<file path="src/hdl/rsd_ram.sv">
// Generic single-write, single-read RAM with registered read data.
// Standalone; no package dependency.
`default_nettype none

module rsd_ram #(
    parameter int WIDTH = 8,
    parameter int DEPTH = 16
) (
    input  wire logic                                         clk,
    input  wire logic                                         we,
    input  wire logic [((DEPTH > 1) ? $clog2(DEPTH) : 1)-1:0] waddr,
    input  wire logic [WIDTH-1:0]                             wdata,
    input  wire logic                                         re,
    input  wire logic [((DEPTH > 1) ? $clog2(DEPTH) : 1)-1:0] raddr,
    output logic      [WIDTH-1:0]                             rdata
);

    logic [WIDTH-1:0] mem_reg [DEPTH];
    logic [WIDTH-1:0] rdata_reg;

    always_ff @(posedge clk)
    begin
        if (we)
        begin
            mem_reg[waddr] <= wdata;
        end
        if (re)
        begin
            rdata_reg <= mem_reg[raddr];
        end
    end

    assign rdata = rdata_reg;

endmodule

`default_nettype wire

</file>
<file path="config.mk">
export PLATFORM = sky130hd
export DESIGN_NAME = rsd_ram
export DESIGN_NICKNAME = d
export VERILOG_FILES = /design/src/hdl/rsd_ram.sv
export SDC_FILE = /design/constraint.sdc
export NUM_CORES = 1
export LEC_CHECK = 0
export ABC_AREA = 0
export BUFFER_PORTS_ARGS = -buffer_cell sky130_fd_sc_hd__buf_2
export CORE_MARGIN = 1.5
export CORE_UTILIZATION = 49
export CTS_CLUSTER_SIZE = 12
export DETAILED_ROUTE_END_ITERATION = 16
export PLACE_DENSITY_LB_ADDON = 0.15
export SETUP_SLACK_MARGIN = 0.5
export SLEW_MARGIN = 20
export SYNTH_ARGS = -nofsm -noshare
export SYNTH_HDL_FRONTEND = slang
export SYNTH_SLANG_ARGS = --single-unit
</file>
<file path="constraint.sdc">
create_clock -name clk -period 2.35 [get_ports clk]
set_input_delay 0.3525 -clock clk [delete_from_list [all_inputs] [get_ports clk]]
set_output_delay 0.3525 -clock clk [all_outputs]
set_load 0.005 [all_outputs]
</file>
==> results.json, run 1 <==
{
  "status": "completed",
  "dp_hpwl_mm": 6.18,
  "fin_cells": 435,
  "htreeDepth": 4,
  "cts_sinks": 136,
  "post_cts_buffers": 0,
  "grt_pass1_wl_mm": 15.0,
  "remaining_drc_errors": 0,
  "dp_slack_ns": 0.322,
  "io_pins": 27,
  "track_usage": 0.191,
  "rsz0062_at_grt": "no",
  "slowest_stage": "mux4_1",
  "r2r_slack_ns": 0.82,
  "fin_nets": 305,
  "grt-ovfl-total": 0,
  "dieArea_um2": 11300,
  "synth_cells": 229,
  "yosys_warnings": 0,
  "critPathMaxFanout": 11,
  "port_buffers": 26,
  "min_to": "rdata[3]",
  "p_sw_frac": 0.196,
  "crit_family": "multiplexers",
  "syn_nets": 248,
  "cts.clk_slew.worst_paths_ns": 0.06,
  "grt_pass1_vias": 2546,
  "initial_core_util": 0.506,
  "fin_area_um2": 6220,
  "setup_viol": 0,
  "largest_register_ff_count": 128,
  "nFillCells": 722,
  "num_rows": 37,
  "place_congestion": 0.727,
  "placed_cells": 403,
  "crit_chain": "buf_2 > buf_12 > mux4_1 > a22oi_1 > nand2_1",
  "seqPwrFrac": 0.496,
  "cts_root_buf": "clkbuf_8",
  "die_x_um": 106,
  "netlist_area_um2": 5230,
  "maxSlewViolCount": 0,
  "fin_ws_ns": 0.813,
  "ys_ff_latch": 136,
  "final.setup.tns_ns": 0,
  "powerDensity_nw_per_um2": 891,
  "clockBufferDepth": 2,
  "clk_latency_ns": 0.51,
  "worst_ep_required_time_ns": 2.59,
  "final_util": 0.603,
  "vias": 2463,
  "hold_class": "in2reg",
  "drive_gt1_frac": 0.314,
  "whs_ns": 0.220,
  "crit_type": "in2reg",
  "drv_cap": 0,
  "cp.arrival_ns": 1.78,
  "cp-end-kind": "flip-flop",
  "numCtsBuffers": 17,
  "place_area_um2": 5640,
  "leakage_nw": 2.11,
  "power_switching_mw": 1.09,
  "postRouteAntennaNets": 0,
  "p_clk_frac": 0.459,
  "tightest_slew_ns": 0.411,
  "finalCriticalPeriod_ns": 1.54,
  "combPwrFrac": 0.045,
  "coreArea_um2": 10300,
  "worst_clock_skew_ns": 0.00730,
  "synth.distinct_cells": 18,
  "synth_area_leader_cell": "edfxtp_1",
  "cts_tree": "done",
  "max_freq_mhz": 651,
  "viasPerCell": 5.66,
  "syn_to_final_growth_pct": 19.0,
  "timing.rr.start": "mem_reg[1][5]",
  "hold_viol": 0,
  "p_total_mw": 5.55,
  "ir_drop_mv": 0.396,
  "wire_per_inst_um": 21.9,
  "yosysTopAreaCellShare": 0.781,
  "avgSynthCellArea_um2": 22.8,
  "drt-initial-drc-count": 196,
  "relSlewSlack": 0.726,
  "yosysSeqAreaShare": 0.781,
  "route.final.wire_length_mm": 9.51,
  "cp-start-kind": "input pin",
  "die_h_um": 106,
  "slowest_delay_ns": 0.57,
  "min_from": "re",
  "synth.area.top_cells": "edfxtp_1 (78%), mux4_2 (7.8%), mux4_1 (7.0%)",
  "rr_worst_depth": 3,
  "reg2reg_to": "rdata[5]",
  "fin_crit_sh": 0.654,
  "hold_depth": 1,
  "antenna_cells": 0,
  "cts_resized": 0,
  "first_pass_iters": 4,
  "intPower_mw": 4.46,
  "crit_buf_inv": 2,
  "antenna_found_initial": 0,
  "grt_start_max_net_pins": 18,
  "cts_hold_buf": 0
}
[worst max path at each step]
stage / from / endpoint / slack (ns) / cells after the start
final: raddr[0] / rdata[5] / 0.81 / 5
after global routing: raddr[0] / rdata[1] / 0.76 / 5
after CTS: mem_reg[1][5] / rdata[5] / 0.81 / 3
after detailed placement: raddr[0] / rdata[5] / 0.32 / 5
after global placement: raddr[0] / rdata[1] / 0.33 / 5
after floorplan: waddr[2] / mem_reg[0][0] / 0.50 / 2
[area by class of cell]
class | instances | area (µm²) | share of cell area
Clock buffer | 20 | 425 | 0.0684
Clock inverter | 12 | 153 | 0.0245
Multi-Input combinational cell | 83 | 1060 | 0.170
Sequential cell | 136 | 4080 | 0.656
Tap cell | 136 | 170 | 0.0273
Timing Repair Buffer | 48 | 333 | 0.0535
[cell usage after synthesis]
cell,number
mux4_1,14
clkdlybuf4s25_2,3
nor2_1,13
edfxtp_1,136
nand3_1,1
nand2b_1,2
buf_2,3
nor2b_1,1
nand2_1,9
a22oi_1,16
buf_4,1
or3b_2,1
nor3_1,4
mux4_2,18
buf_6,3
nand3b_1,2
and2b_1,1
and2_1,1
[routing by layer]
metal,share of wire,vias up,global-route usage
li1,-,1099,-
met1,0.44,1282,0.275
met2,0.49,75,0.288
met3,0.057,7,0.0490
met4,0.0066,0,0.0637
met5,0,-,0
[power groups by stage]
| stage | logic, mW | clock network, mW | registers, mW |
|---|---|---|---|
| floorplan | 0.138 | 0 | 2.79 |
| global placement | 0.249 | 0 | 2.80 |
| detailed placement | 0.254 | 0 | 2.80 |
| CTS | 0.254 | 2.58 | 2.75 |
| global route | 0.273 | 2.69 | 2.75 |
| finish | 0.249 | 2.55 | 2.75 |
[cell usage in the layout, fill, tap and decap left out, types with 4 or more instances in the layout]
master,Yosys,final
buf_4,1,19
mux4_1,14,14
nor3_1,4,4
nor2_1,13,13
clkbuf_16,0,16
clkinv_4,0,4
nand2_1,9,9
buf_2,3,26
edfxtp_1,136,136
mux4_2,18,18
a22oi_1,16,16
[kinds of logic (layout without fill, tap and decap cells)]
| group | Yosys count | count (layout) | synth area share |
|---|---|---|---|
| mux | 32 | 32 | 0.148 |
| simple gates | 35 | 35 | 0.0314 |
| buf+inv | 10 | 80 | 0.0165 |
| flops | 136 | 136 | 0.781 |
| compound gates | 16 | 16 | 0.0230 |
No activity file was read; power rests on OpenSTA's default activity.
==> inputs of run 2 (changes only) <==
==> constraint.sdc (replaced) <==
create_clock -name clk -period 1.4 [get_ports clk]
set_input_delay 0.21 -clock clk [delete_from_list [all_inputs] [get_ports clk]]
set_output_delay 0.21 -clock clk [all_outputs]
set_load 0.005 [all_outputs]
==> results.json, run 2 (synthesized netlist as in run 1, its figures left out) <==
{
  "status": "completed",
  "track_usage": 0.200,
  "rsz0062_at_grt": "yes",
  "fin_nets": 308,
  "max_freq_mhz": 716,
  "maxSlewViolCount": 0,
  "viasPerCell": 5.58,
  "cts_tree": "done",
  "place_congestion": 0.722,
  "drt-initial-drc-count": 124,
  "numCtsBuffers": 17,
  "dieArea_um2": 11300,
  "clk_latency_ns": 0.52,
  "worst_ep_required_time_ns": 1.67,
  "crit_type": "reg2reg",
  "p_total_mw": 9.48,
  "cp-start-kind": "flip-flop",
  "cts_sinks": 136,
  "tightest_slew_ns": 0.936,
  "final.setup.tns_ns": 0,
  "port_buffers": 26,
  "final_cell_mix": "edfxtp_1 (136), mux4_2 (32), buf_2 (26), clkbuf_16 (16), buf_12 (15)",
  "min_from": "re",
  "coreArea_um2": 10300,
  "htreeDepth": 4,
  "clockBufferDepth": 2,
  "vias": 2444,
  "postRouteAntennaNets": 0,
  "leakage_nw": 2.14,
  "powerDensity_nw_per_um2": 1440,
  "route.final.wire_length_mm": 9.86,
  "cp.arrival_ns": 1.66,
  "slowest_stage": "mux4_2",
  "grt_start_max_net_pins": 20,
  "slowest_delay_ns": 0.47,
  "relSlewSlack": 0.374,
  "num_rows": 37,
  "crit_family": "multiplexers",
  "finalCriticalPeriod_ns": 1.40,
  "dp_hpwl_mm": 6.42,
  "largest_register_ff_count": 128,
  "die_h_um": 106,
  "syn_to_final_growth_pct": 25.9,
  "worst_clock_skew_ns": 0.0153,
  "die_x_um": 106,
  "initial_core_util": 0.506,
  "remaining_drc_errors": 0,
  "io_pins": 27,
  "timing.rr.start": "mem_reg[11][3]",
  "ir_drop_mv": 0.720,
  "first_pass_iters": 4,
  "cp-end-kind": "flip-flop",
  "final_common_cell": "edfxtp_1",
  "setup_viol": 0,
  "drv_cap": 0,
  "grt_pass1_vias": 2663,
  "critPathMaxFanout": 1,
  "crit_chain": "mux4_2 > a22oi_1 > nand2_1",
  "grt_pass1_wl_mm": 15.6,
  "fin_crit_sh": 0.997,
  "nFillCells": 687,
  "antenna_cells": 0,
  "cts_hold_buf": 0,
  "drive_gt1_frac": 0.477,
  "cts.clk_slew.worst_paths_ns": 0.06,
  "wire_per_inst_um": 22.5,
  "crit_buf_inv": 0,
  "crit_start": "mem_reg[11][3]",
  "antenna_found_initial": 0,
  "cts_root_buf": "clkbuf_8",
  "grt-ovfl-total": 0,
  "hold_class": "in2reg",
  "hold_viol": 0
}
[run 2: cell count changes in the layout (fill, tap and decap cells not counted), sizes merged]
cell | before | now
clkbuf | 20 | 17
buf | 48 | 51
clkinvlp | 2 | 4
clkinv | 7 | 8
[run 2: repair_timing]
item                                    CTS  global route
setup buffers                             0             0
gates resized for setup                   9             3
pin swaps                                 6             3
hold endpoints to repair                  0             0
endpoints found under the setup margin   16            39
[run 2: path summary, 6_finish.rpt]
path,endpoint,slack [ns],cells past startpoint
min,rdata[3],0.06,1
max reg2reg,rdata[3],0.004,3
min reg2reg,rdata[1],0.75,3
max,rdata[3],0.004,3
[run 2: cell type report]
cell class | count | area, µm² | area share
multi-input combinational | 83 | 1220 | 0.186
timing repair buffer | 51 | 509 | 0.0774
clock inverter | 15 | 180 | 0.0274
clock buffer | 17 | 414 | 0.0629
tap | 136 | 170 | 0.0259
sequential | 136 | 4080 | 0.621
[run 2: per-layer routing]
| layer | global-route usage | up-vias | part of all wire |
|---|---|---|---|
| met4 | 0.0734 | 0 | 0.011 |
| li1 | - | 1088 | - |
| met5 | 0 | - | 0 |
| met3 | 0.0619 | 8 | 0.053 |
| met1 | 0.267 | 1269 | 0.43 |
| met2 | 0.315 | 79 | 0.51 |
[run 2: stage by stage]
stage | cells | worst slack [ns] | area (µm²) | util | hold WS, ns
2_1_floorplan | 229 | -0.0104 | 5380 | - | 0.309
3_3_place_gp | 406 | -0.378 | 5940 | 0.575 | 0.599
3_5_place_dp | 406 | -0.389 | 5940 | 0.575 | 0.594
4_1_cts | 438 | -0.0126 | 6570 | 0.636 | 0.0506
5_1_grt | 438 | -0.0564 | 6580 | 0.637 | 0.0531
6_report | 438 | 0.00413 | 6580 | 0.637 | 0.0617
[run 2: power by group]
| part | internal (mW) | switching [mW] | leakage (nW) | total (mW) |
|---|---|---|---|---|
| logic | 0.242 | 0.287 | 0.631 | 0.529 |
| registers | 4.59 | 0.0240 | 1.24 | 4.61 |
| clock network | 2.71 | 1.63 | 0.275 | 4.34 |
| total | 7.54 | 1.94 | 2.14 | 9.48 |
